[src/pse_pkg.sv]
// pse_pkg: shared types, constants and decode helpers of the postfix stack evaluator
// no dependencies; used by pse_stack, pse_alu and postfix_stack_evaluator
package pse_pkg;

  localparam int STACK_DEPTH = 16;
  localparam int VALUE_WIDTH = 32;
  localparam int IDX_W       = $clog2(STACK_DEPTH);
  localparam int PTR_W       = $clog2(STACK_DEPTH + 1);
  localparam int CNT_W       = $clog2(VALUE_WIDTH);

  localparam logic [7:0] CH_ZERO  = 8'd48;
  localparam logic [7:0] CH_PLUS  = 8'd43;
  localparam logic [7:0] CH_MINUS = 8'd45;
  localparam logic [7:0] CH_TIMES = 8'd42;
  localparam logic [7:0] CH_DIV   = 8'd47;
  localparam logic [7:0] CH_POW   = 8'd94;

  localparam logic [1:0] ST_OK    = 2'd0;
  localparam logic [1:0] ST_UNDER = 2'd1;
  localparam logic [1:0] ST_OVER  = 2'd2;
  localparam logic [1:0] ST_FAULT = 2'd3;

  typedef struct packed {
    logic [7:0] symbol;
    logic       start_new;
  } sym_t;

  typedef struct packed {
    logic signed [31:0] top_value;
    logic [4:0]         stack_depth;
    logic [1:0]         status;
  } res_t;

  typedef enum logic [2:0] {
    OP_ADD,
    OP_SUB,
    OP_MUL,
    OP_DIV,
    OP_POW
  } alu_op_t;

  typedef enum logic [1:0] {
    S_IDLE,
    S_LOAD,
    S_CALC,
    S_DONE
  } seq_state_t;

  typedef enum logic [2:0] {
    A_IDLE,
    A_DIV,
    A_FIX,
    A_PMUL,
    A_PSQ
  } alu_state_t;

  typedef struct packed {
    logic                   start;
    alu_op_t                op;
    logic [VALUE_WIDTH-1:0] left;
    logic [VALUE_WIDTH-1:0] right;
  } alu_req_t;

  typedef struct packed {
    logic                   done;
    logic                   fault;
    logic [VALUE_WIDTH-1:0] result;
  } alu_rsp_t;

  function automatic logic is_operator(input logic [7:0] sym);
    return (sym == CH_PLUS) || (sym == CH_MINUS) || (sym == CH_TIMES) ||
           (sym == CH_DIV) || (sym == CH_POW);
  endfunction

  function automatic alu_op_t sym_to_op(input logic [7:0] sym);
    alu_op_t op;
    op = OP_ADD;
    if (sym == CH_MINUS) op = OP_SUB;
    if (sym == CH_TIMES) op = OP_MUL;
    if (sym == CH_DIV)   op = OP_DIV;
    if (sym == CH_POW)   op = OP_POW;
    return op;
  endfunction

endpackage

[src/postfix_stack_evaluator.sv]
// postfix_stack_evaluator: top level, request sequencer and result register
// depends on pse_pkg, pse_stack and pse_alu
//
//   channel  direction  handshake                payload
//   sym      in         sym_valid / sym_ready    sym_t: symbol, start_new
//   res      out        res_valid / res_ready    res_t: top_value, stack_depth, status
//
// a digit or other push request passes through accept and result
// +, - and * pass through accept, stack read with alu start, write back, result
// / waits in calc for the restoring divide and sign fix in pse_alu
// ^ with a positive exponent waits in calc for two multiplier passes per exponent bit in pse_alu
// reset clears the stack pointer, sequencer and result valid; stack contents stay as is
// a result waiting on res_ready holds only the next finished result, not acceptance
module postfix_stack_evaluator (
  input  logic          clk,
  input  logic          rst,
  input  logic          sym_valid,
  output logic          sym_ready,
  input  pse_pkg::sym_t sym,
  output logic          res_valid,
  input  logic          res_ready,
  output pse_pkg::res_t res
);
  import pse_pkg::*;

  localparam int W = VALUE_WIDTH;

  seq_state_t   state, state_next;
  logic [PTR_W-1:0] sp, sp_next;
  logic [W-1:0] top, top_next;
  logic [W-1:0] right_v, right_v_next;
  alu_op_t      op, op_next;
  logic         under, under_next;
  logic [1:0]   status_r, status_r_next;
  res_t         res_next;
  logic         res_valid_next;

  // stack port
  logic             wr_en;
  logic [IDX_W-1:0] wr_addr, rd_addr;
  logic [W-1:0]     wr_data, rd_data;

  alu_req_t alu_req;
  alu_rsp_t alu_rsp;

  // request decode
  logic [PTR_W-1:0] sp_eff;
  logic             sym_is_op;
  logic [W-1:0]     push_val;
  logic             sp_ge2;
  logic [PTR_W-1:0] base_sp;

  assign sp_eff    = sym.start_new ? '0 : sp;
  assign sym_is_op = is_operator(sym.symbol);
  assign push_val  = W'(sym.symbol) - W'(CH_ZERO);
  assign sp_ge2    = (sp >= PTR_W'(2));
  // depth left after two pops
  assign base_sp   = sp_ge2 ? (sp - PTR_W'(2)) : '0;

  pse_stack u_stack (
    .clk     (clk),
    .wr_en   (wr_en),
    .wr_addr (wr_addr),
    .wr_data (wr_data),
    .rd_addr (rd_addr),
    .rd_data (rd_data)
  );

  pse_alu u_alu (
    .clk (clk),
    .rst (rst),
    .req (alu_req),
    .rsp (alu_rsp)
  );

  always_ff @(posedge clk) begin
    if (rst) begin
      state     <= S_IDLE;
      sp        <= '0;
      res_valid <= 1'b0;
    end else begin
      state     <= state_next;
      sp        <= sp_next;
      res_valid <= res_valid_next;
    end
  end

  always_ff @(posedge clk) begin
    top      <= top_next;
    right_v  <= right_v_next;
    op       <= op_next;
    under    <= under_next;
    status_r <= status_r_next;
    res      <= res_next;
  end

  always_comb begin
    state_next     = state;
    sp_next        = sp;
    top_next       = top;
    right_v_next   = right_v;
    op_next        = op;
    under_next     = under;
    status_r_next  = status_r;
    res_next       = res;
    res_valid_next = res_valid && !res_ready;

    sym_ready = (state == S_IDLE);

    wr_en   = 1'b0;
    wr_addr = sp_eff[IDX_W-1:0];
    wr_data = push_val;
    // left operand sits just below the top entry, two below the stack pointer
    rd_addr = IDX_W'(sp_eff - PTR_W'(2));

    alu_req.start = 1'b0;
    alu_req.op    = op;
    alu_req.left  = sp_ge2 ? rd_data : W'(CH_ZERO);
    alu_req.right = right_v;

    unique case (state)
      S_IDLE: begin
        if (sym_valid) begin
          if (sym_is_op) begin
            // right operand is the cached top; a missing one reads as '0'
            sp_next      = sp_eff;
            op_next      = sym_to_op(sym.symbol);
            right_v_next = (sp_eff != '0) ? top : W'(CH_ZERO);
            under_next   = (sp_eff < PTR_W'(2));
            state_next   = S_LOAD;
          end else begin
            if (sp_eff < PTR_W'(STACK_DEPTH)) begin
              wr_en         = 1'b1;
              sp_next       = sp_eff + PTR_W'(1);
              top_next      = push_val;
              status_r_next = ST_OK;
            end else begin
              // full stack: push dropped
              sp_next       = sp_eff;
              status_r_next = ST_OVER;
            end
            state_next = S_DONE;
          end
        end
      end
      S_LOAD: begin
        alu_req.start = 1'b1;
        state_next    = S_CALC;
      end
      S_CALC: begin
        if (alu_rsp.done) begin
          wr_en         = 1'b1;
          wr_addr       = base_sp[IDX_W-1:0];
          wr_data       = alu_rsp.result;
          sp_next       = base_sp + PTR_W'(1);
          top_next      = alu_rsp.result;
          status_r_next = alu_rsp.fault ? ST_FAULT : (under ? ST_UNDER : ST_OK);
          state_next    = S_DONE;
        end
      end
      S_DONE: begin
        if (!res_valid || res_ready) begin
          res_next.top_value   = (sp == '0) ? '0 : 32'(signed'(top));
          res_next.stack_depth = 5'(sp);
          res_next.status      = status_r;
          res_valid_next       = 1'b1;
          state_next           = S_IDLE;
        end
      end
      default: state_next = S_IDLE;
    endcase
  end

`ifndef ASSERT_OFF
  a_sp_bound: assert property (@(posedge clk) disable iff (rst)
    sp <= PTR_W'(STACK_DEPTH))
    else $error("stack pointer beyond depth");

  a_alu_done_in_calc: assert property (@(posedge clk) disable iff (rst)
    alu_rsp.done |-> (state == S_CALC))
    else $error("alu done outside of calc state");

  a_op_leaves_entry: assert property (@(posedge clk) disable iff (rst)
    (state == S_CALC && alu_rsp.done) |=> (sp != '0))
    else $error("operator left an empty stack");

  a_over_only_full: assert property (@(posedge clk) disable iff (rst)
    (res_valid && res.status == ST_OVER) |-> (res.stack_depth == 5'(STACK_DEPTH)))
    else $error("overflow status with free entries");

  a_start_only_load: assert property (@(posedge clk) disable iff (rst)
    alu_req.start |=> (state == S_CALC))
    else $error("alu start not followed by calc");
`endif

endmodule

[src/pse_stack.sv]
// pse_stack: operand stack storage, one write port and one registered read port
// depends on pse_pkg for depth and value width
module pse_stack (
  input  logic                           clk,
  input  logic                           wr_en,
  input  logic [pse_pkg::IDX_W-1:0]      wr_addr,
  input  logic [pse_pkg::VALUE_WIDTH-1:0] wr_data,
  input  logic [pse_pkg::IDX_W-1:0]      rd_addr,
  output logic [pse_pkg::VALUE_WIDTH-1:0] rd_data
);
  import pse_pkg::*;

  logic [VALUE_WIDTH-1:0] mem [STACK_DEPTH];

  always_ff @(posedge clk) begin
    if (wr_en) begin
      mem[wr_addr] <= wr_data;
    end
  end

  always_ff @(posedge clk) begin
    rd_data <= mem[rd_addr];
  end

endmodule

[src/pse_alu.sv]
// pse_alu: shared arithmetic unit; one adder and one multiplier reused for
// add, subtract, multiply, restoring divide and square-and-multiply power
// depends on pse_pkg for operation codes, request and response structs
module pse_alu (
  input  logic              clk,
  input  logic              rst,
  input  pse_pkg::alu_req_t req,
  output pse_pkg::alu_rsp_t rsp
);
  import pse_pkg::*;

  localparam int W = VALUE_WIDTH;

  alu_state_t   ast, ast_next;
  logic [W-1:0] acc, acc_next;
  logic [W-1:0] base, base_next;
  logic [W-1:0] ex, ex_next;
  logic [W-1:0] quo, quo_next;
  logic [W-1:0] rem, rem_next;
  logic [CNT_W-1:0] cnt, cnt_next;
  logic         neg, neg_next;
  logic         done, done_next;
  logic         fault, fault_next;
  logic [W-1:0] result, result_next;

  logic [W-1:0] mul_a, mul_b, prod;
  logic [W:0]   add_a, add_b, sum;
  logic         add_sub;
  logic [W-1:0] left_mag, right_mag;

  assign left_mag  = req.left[W-1]  ? W'(-req.left)  : req.left;
  assign right_mag = req.right[W-1] ? W'(-req.right) : req.right;

  // shared multiplier, low half only
  always_comb begin
    mul_a = req.left;
    mul_b = req.right;
    if (ast == A_PMUL) begin
      mul_a = acc;
      mul_b = base;
    end else if (ast == A_PSQ) begin
      mul_a = base;
      mul_b = base;
    end
    prod = mul_a * mul_b;
  end

  // shared adder
  always_comb begin
    add_a   = {1'b0, req.left};
    add_b   = {1'b0, req.right};
    add_sub = (req.op == OP_SUB);
    if (ast == A_DIV) begin
      add_a   = {rem, quo[W-1]};
      add_b   = {1'b0, base};
      add_sub = 1'b1;
    end else if (ast == A_FIX) begin
      add_a   = '0;
      add_b   = {1'b0, quo};
      add_sub = 1'b1;
    end
    sum = add_sub ? (add_a - add_b) : (add_a + add_b);
  end

  always_ff @(posedge clk) begin
    if (rst) begin
      ast  <= A_IDLE;
      done <= 1'b0;
    end else begin
      ast  <= ast_next;
      done <= done_next;
    end
  end

  always_ff @(posedge clk) begin
    acc    <= acc_next;
    base   <= base_next;
    ex     <= ex_next;
    quo    <= quo_next;
    rem    <= rem_next;
    cnt    <= cnt_next;
    neg    <= neg_next;
    fault  <= fault_next;
    result <= result_next;
  end

  always_comb begin
    ast_next    = ast;
    acc_next    = acc;
    base_next   = base;
    ex_next     = ex;
    quo_next    = quo;
    rem_next    = rem;
    cnt_next    = cnt;
    neg_next    = neg;
    done_next   = 1'b0;
    fault_next  = fault;
    result_next = result;
    unique case (ast)
      A_IDLE: begin
        if (req.start) begin
          fault_next = 1'b0;
          unique case (req.op) inside
            OP_ADD, OP_SUB: begin
              result_next = sum[W-1:0];
              done_next   = 1'b1;
            end
            OP_MUL: begin
              result_next = prod;
              done_next   = 1'b1;
            end
            OP_DIV: begin
              if (req.right == '0) begin
                result_next = '0;
                fault_next  = 1'b1;
                done_next   = 1'b1;
              end else begin
                quo_next  = left_mag;
                base_next = right_mag;
                rem_next  = '0;
                cnt_next  = '0;
                neg_next  = req.left[W-1] ^ req.right[W-1];
                ast_next  = A_DIV;
              end
            end
            OP_POW: begin
              if (req.right[W-1]) begin
                // negative exponent: only unit magnitudes survive
                done_next = 1'b1;
                if (req.left == W'(1)) begin
                  result_next = W'(1);
                end else if (req.left == '1) begin
                  result_next = req.right[0] ? '1 : W'(1);
                end else begin
                  result_next = '0;
                  fault_next  = (req.left == '0);
                end
              end else if (req.right == '0) begin
                result_next = W'(1);
                done_next   = 1'b1;
              end else begin
                acc_next  = W'(1);
                base_next = req.left;
                ex_next   = req.right;
                ast_next  = A_PMUL;
              end
            end
            default: begin
              result_next = '0;
              done_next   = 1'b1;
            end
          endcase
        end
      end
      A_DIV: begin
        // one quotient bit per cycle
        if (!sum[W]) begin
          rem_next = sum[W-1:0];
        end else begin
          rem_next = {rem[W-2:0], quo[W-1]};
        end
        quo_next = {quo[W-2:0], ~sum[W]};
        cnt_next = cnt + CNT_W'(1);
        if (cnt == CNT_W'(W - 1)) begin
          ast_next = A_FIX;
        end
      end
      A_FIX: begin
        result_next = neg ? sum[W-1:0] : quo;
        done_next   = 1'b1;
        ast_next    = A_IDLE;
      end
      A_PMUL: begin
        if (ex[0]) begin
          acc_next = prod;
        end
        ast_next = A_PSQ;
      end
      A_PSQ: begin
        base_next = prod;
        ex_next   = ex >> 1;
        if ((ex >> 1) == '0) begin
          result_next = acc;
          done_next   = 1'b1;
          ast_next    = A_IDLE;
        end else begin
          ast_next = A_PMUL;
        end
      end
      default: ast_next = A_IDLE;
    endcase
  end

  assign rsp.done   = done;
  assign rsp.fault  = fault;
  assign rsp.result = result;

endmodule

[config.mk]
export PLATFORM = sky130hd
export DESIGN_NAME = postfix_stack_evaluator
export DESIGN_NICKNAME = d
export VERILOG_FILES = /design/src/pse_pkg.sv /design/src/postfix_stack_evaluator.sv /design/src/pse_stack.sv /design/src/pse_alu.sv
export SDC_FILE = /design/constraint.sdc
export NUM_CORES = 2
export LEC_CHECK = 0
export ABC_AREA = 1
export ABC_CLOCK_PERIOD_IN_PS = 9200
export BUFFER_PORTS_ARGS = -buffer_cell sky130_fd_sc_hd__clkbuf_2
export CAP_MARGIN = 10
export CORE_MARGIN = 3
export CORE_UTILIZATION = 38
export CTS_CLUSTER_SIZE = 12
export DETAILED_ROUTE_END_ITERATION = 8
export GPL_ROUTABILITY_DRIVEN = 0
export PLACE_DENSITY = 0.5
export REMOVE_ABC_BUFFERS = 1
export SLEW_MARGIN = 25
export SYNTH_ARGS = -nofsm -noshare
export SYNTH_HDL_FRONTEND = slang
export SYNTH_SLANG_ARGS = --single-unit
[constraint.sdc]
create_clock -name clk -period 9.2 [get_ports clk]
set_input_delay 0.46 -clock clk [delete_from_list [all_inputs] [get_ports clk]]
set_output_delay 0.46 -clock clk [all_outputs]
set_load 0.01 [all_outputs]
After elaboration in Yosys (flattened, before gate mapping):

Memories as Yosys holds them, arrays and structs flattened. A register that Yosys moved wholly into a read port is not among the register bits.
Cells that the tools add are included.

* output and inout bits: 41
* latch bits: 0
* bits of input ports: 13
* logic and storage cells: 228
* flip-flop bits (word level): 320
* memories kept: 1
* memory bits (writable): 512
* ROM bits: 0

Memories
* u_stack.mem: depth 16, bits a word 32, read ports 1, clocked after Yosys merged registers in 1, wr ports 1, RTL line pse_stack.sv:13 `logic [VALUE_WIDTH-1:0] mem [STACK_DEPTH];`

* bitwise operators: 3
* $add $sub $neg: 10
* reduce and logical (&&, ||, !) cells: 36
* magnitude comparators: 3
* eq/ne operators: 38
* $mul: 1
* divide/modulo/power cells: 0
* shift operators: 0
* multiplexer cells: 114

Operator list (number)
* $mux W32: 45
* $pmux W32 S2: 7
* $pmux W32 S4: 1
* $logic_not A32 Y1: 3
* $pmux W32 S3: 1
* $mux W33: 2
* $neg A32 Y32: 2
* $mux W5: 9
* $add A33 B32 Y33: 1
* $sub A33 B32 Y33: 1
* $eq A32 B1 Y1 const B: 1
* $eq A32 B32 Y1 const B: 1
* $eq A8 B6 Y1 const B: 4
* $mul A32 B32 Y32: 1
* $mux W3: 7
* $mux W1: 20
* $mux W2: 10
* $pmux W5 S2: 2
* $reduce_and A6 Y1: 3
* $ne A2 B2 Y1 const B: 8
* $add A5 B1 Y5 const B: 3
* $reduce_and A5 Y1: 3
* $eq A3 B2 Y1 const B: 4
* $ne A3 B3 Y1 const B: 4
* other kinds (37): 62

Logic depth before layout (Yosys ltp):

* depth in word-level cells: 10
* gate-level depth with buffers: 43
* depth with buffers taken out: 42

Modules after synthesis:

Synthesis repeated with hierarchy kept, for this count alone.

* cell total of the unflattened synthesis: 6920
* area, all modules: 60086.4 µm²

Modules (own cells, without submodules)
* pse_alu: sequential area each 6025.8 µm², times used 1, cells an instance 4159, area an instance 31560.3 µm²
* pse_stack: sequential area each 16015.4 µm², times used 1, cells an instance 2120, area an instance 22730.6 µm²
* postfix_stack_evaluator: sequential area each 3433.3 µm², times used 1, cells an instance 641, area an instance 5795.6 µm²

Worst setup path before layout:

Ideal clock, no wire load.

* kind: flip-flop to flip-flop
* start point: register sp[1]
* end point: register u_alu.result[30] (data pin)
* library setup time: 130 ps
* path slack: 1354 ps
* stages on the path, launching flop included: 38
* required time: 9070 ps
* clock period less this slack: 7846 ps
* buffers on the path: 3
* data arrival time: 7716 ps
* cells stage by stage: dfxtp_1 inv_1 ha_1 nand2_1 nor2_2 nand2_2 buf_2 buf_2 nand2_1 o211ai_1 nand2_1 clkbuf_1 inv_1 nand2_1 fa_1 inv_1 fa_1 inv_1 (+2 left out) fa_1 fa_1 fa_1 fa_1 fa_1 ha_1 nand2_1 nor2_1 nand4_1 o221ai_1 nand2_1 nand2_1 a21oi_1 xor2_1 or2_2 nand3_1 nand2_1 nand2_1

* cells in the longest elaborated chain, start to end: 9
* elaborated cells between the ends (all ways): 19
* those cells by class: 2 x add/sub; 1 x mul; 1 x order compare; 2 x eq/ne; 13 x mux

RTL lines
* start: declaration: RTL line postfix_stack_evaluator.sv:29 `logic [PTR_W-1:0] sp, sp_next;`
* start signal: assignment: RTL line postfix_stack_evaluator.sv:83 `sp <= sp_next;`
* $ge A5 B2 Y1 (*): RTL line postfix_stack_evaluator.sv:56 `assign sp_ge2 = (sp >= PTR_W'(2));`
* $mux W32 (*): RTL line postfix_stack_evaluator.sv:118 `alu_req.left = sp_ge2 ? rd_data : W'(CH_ZERO);`
* branches (longest 6 deep; another with $mul A32 B32 Y32)
* $pmux W32 S3 (*): RTL line pse_alu.sv:99 `unique case (ast)`
* net u_alu.result_next[30]: RTL line pse_alu.sv:24 `logic [W-1:0] result, result_next;`
* end signal: assignment: RTL line pse_alu.sv:84 `result <= result_next;`
* end: declaration: RTL line pse_alu.sv:24

Mark *: on every way through the listed nets, which the timed path passes. The select of a mux whose other input is x is not followed.
A chain may end at the register's enable or synchronous reset.

Worst setup path in the final report:

* start point: register sp[2]
* end point: register u_alu.result[30] (data pin)

The elaborated chain is that of the path after synthesis.

==> results by group <==
Yosys
  • Synth top area share: 43.09%
  • Async S/R FF share, synth: 0%
  • Yosys cell types: 59
  • Seq/Total Area, Yosys: between 40 and 50%
  • Most frequent cells after synthesis: nand2_1, nor2_1, inv_1
  • Netlist Area Pre-Place: around 57,000 µm²
  • Top post-synthesis cells by area: edfxtp_1, fa_1, nand2_1, nor2_1, o21ai_0
  • Yosys top cell by area: edfxtp_1
  • Post-Syn Instances: ~6,000
  • Post-Syn Area per Cell: 9.357 µm²
  • #FFs+latches synth: approximately 860
  • Top_reg_cell synth: edfxtp_1
  • EDFF count, synth: roughly 820
  • Yosys warning count: 0
  • Most numerous cell in the Yosys netlist: nand2_1

Timing
  • RSZ-0062 raised after global routing: yes
  • Max-slew violations: 0
  • Relative slew slack: around 25%
  • PnR worst setup slack: 0.3189 ns
  • Fmax: between 100 and 150 MHz
  • Final setup violating endpoints: 0
  • Skew final: between 0.03 and 0.04 ns
  • Post-route clock period utilization: 96.53%
  • Post-route minimum period: 8.881 ns
  • Worst slew pin tran: ~1.1 ns
  • Min Hold Slack: 0.09072 ns
  • Final hold violations: 0

Placement
  • Port bufs: 53
  • DPL Wire Length: between 100,000 and 150,000 µm
  • Post-DP Area: slightly above 60,000 µm²
  • Place WS: 0.3066 ns

Die
  • Horiz. Die Dim: between 300 and 400 µm
  • Die ar.: 154,900 µm²
  • Number of I/O pins: 54
  • Core area: between 100,000 and 150,000 µm²
  • Initial Util: ~38%
  • Die Y: about 390 µm
  • Num rows: ~140

Detailed routing
  • Via Count: about 45,000
  • Antenna viol nets, final: 0
  • Via density: roughly 5.4
  • DR WL/cell: 24.11 µm
  • DRC: 0
  • WL final: approximately 200,000 µm
  • DRT Pass-1 Iters: 9
  • DR iter-0 viols: roughly 4,400

Setup path
  • CP endpoint kind: flop
  • Most numerous cell on the critical path: nand2_1
  • Critical Path AT: between 9 and 10 ns
  • Kind of start point of the critical path: flop
  • Maximum fanout along the worst path: 32
  • Critical Path RT: ~9.6 ns
  • CP Class: reg -> reg
  • Max stage delay on crit path: 0.58 ns
  • CP max stage cell: fa_1

GRT
  • Total track usage: approximately a quarter
  • Global route total overflow: 0
  • Initial antenna violation count: 8
  • Gr busiest metal: met2
  • Grt met3 use: around 2.5%
  • Global-route met2 utilization: a little over two fifths
  • Met1 GRT Util: around a third
  • First-pass GRT wire length: between 200,000 and 300,000 µm
  • Vias in the first global route: 44,430
  • Largest net degree at the start of global routing: 177

Clock network
  • Inserted Clock Buffers: 91
  • CTS max path bufs: 3
  • Root buf cell: clkbuf_16
  • Clock Latency Late Sink: 0.69 ns
  • Setup bufs post-CTS: 0
  • Total clock sinks: 863
  • H-tree depth: 3
  • Clk slew on worst S/H paths: ~0.06 ns
  • CTS tree: built

Outcome
  • Outcome: completed

Final layout
  • Final #Nets: around 6,800
  • Area grow syn2layout: 11.77%
  • Final instance area: roughly 64,000 µm²
  • Final core occ: 42.95%
  • Filler Cell Count: 14,770
  • Layout cells sized above 1: under 10%

Min path
  • Worst min-delay path class: in -> reg

Job
  • Max-Cap Viols: 0
==> path summary, 6_finish.rpt <==
path / endpoint / depth (start not counted) / slack [ns] / from
worst max register to register: u_alu.result[30] / 36 / 0.32 / sp[2]
worst min-delay path: res_valid / 4 / 0.09 / res_ready
worst max-delay path: u_alu.result[30] / 36 / 0.32 / sp[2]
worst min register to register: res[1] / 0 / 0.44 / status_r[1]
==> per-layer routing <==
metal	up-vias	share of wire [%]	wire length, µm
li1	20360	-	-
met1	22350	43	84870
met2	1717	47	93620
met3	315	6.3	12580
met4	2	4.2	8368
met5	-	0.0045	9
==> cells by family after synthesis <==
group,share of synthesized area [%]
AND/OR/NAND/NOR,15.29
AO/OA/AOI/OAI,11.84
buffers and inverters,7.927
flip-flops,44.63
adder cells (fa/ha/maj),18.18
XOR/XNOR,2.087
multiplexers,0.03508
==> state kept, by name, summed over array words and instances (netlist names), 2 cells and up <==
| name | count |
|---|---|
| u_alu.acc | 32 |
| res | 39 |
| u_alu.result | 32 |
| u_alu.quo | 32 |
| u_alu.ast | 3 |
| state | 2 |
| status_r | 2 |
| u_stack.mem | 512 |
| u_alu.rem | 32 |
| op | 3 |
| right_v | 32 |
| sp | 5 |
| u_stack.rd_data | 32 |
| u_alu.base | 32 |
| u_alu.ex | 31 |
| u_alu.cnt | 5 |
| top | 32 |
==> critical path: cells and delay by family (launching register included) <==
kind	cells	cell delay [ns]
simple gates	15	1.67
flops	1	0.37
fa+ha+maj	10	4.63
buf+inv	7	1.05
xor+xnor	1	0.33
compound gates	3	0.57
==> cells in the final DEF (no fill, tap or decap), drive strengths merged, types with 9 or more instances in the layout <==
master / count
ha: 175
o21bai: 12
o22ai: 79
xnor2: 33
o221ai: 84
inv: 874
a21boi: 22
o211ai: 62
nand3: 187
clkinv: 29
nand2: 934
fa: 409
nand4: 37
or2: 24
nor4: 17
a31oi: 9
dfxtp: 44
xor2: 103
buf: 232
nor2: 915
nor3: 36
a21oi: 152
edfxtp: 819
clkbuf: 195
o21ai: 713
==> cell type report <==
cell class / count / area (µm²) / share of cell area [%]
antenna: 6 / 15.01 / 0.02353
clock buffer: 142 / 2641 / 4.140
clock inverter: 25 / 319.1 / 0.5001
inverter: 889 / 3366 / 5.276
multi-input combinational: 4062 / 27350 / 42.86
sequential: 863 / 25470 / 39.93
tap: 2002 / 2505 / 3.926
timing repair buffer: 285 / 2132 / 3.342
==> stage by stage <==
| stage | TNS, ns | instances |
|---|---|---|
| after detailed placement | 0 | 8101 |
| after global placement | 0 | 8101 |
| final | 0 | 8274 |
| after floorplan | -4575.69 | 5814 |
| after global routing | -0.09055 | 8268 |
| after CTS | 0 | 8268 |
==> what timing repair did <==
action                                 in CTS  in global routing
resized for setup                           0                 13
hold buffers                                0                  0
endpoints found under the hold margin       0                  0
setup endpoints to repair                   0                 20
Power is not shown: default switching activity piles up to over one toggle a cycle in this logic, so the estimate is an artifact.
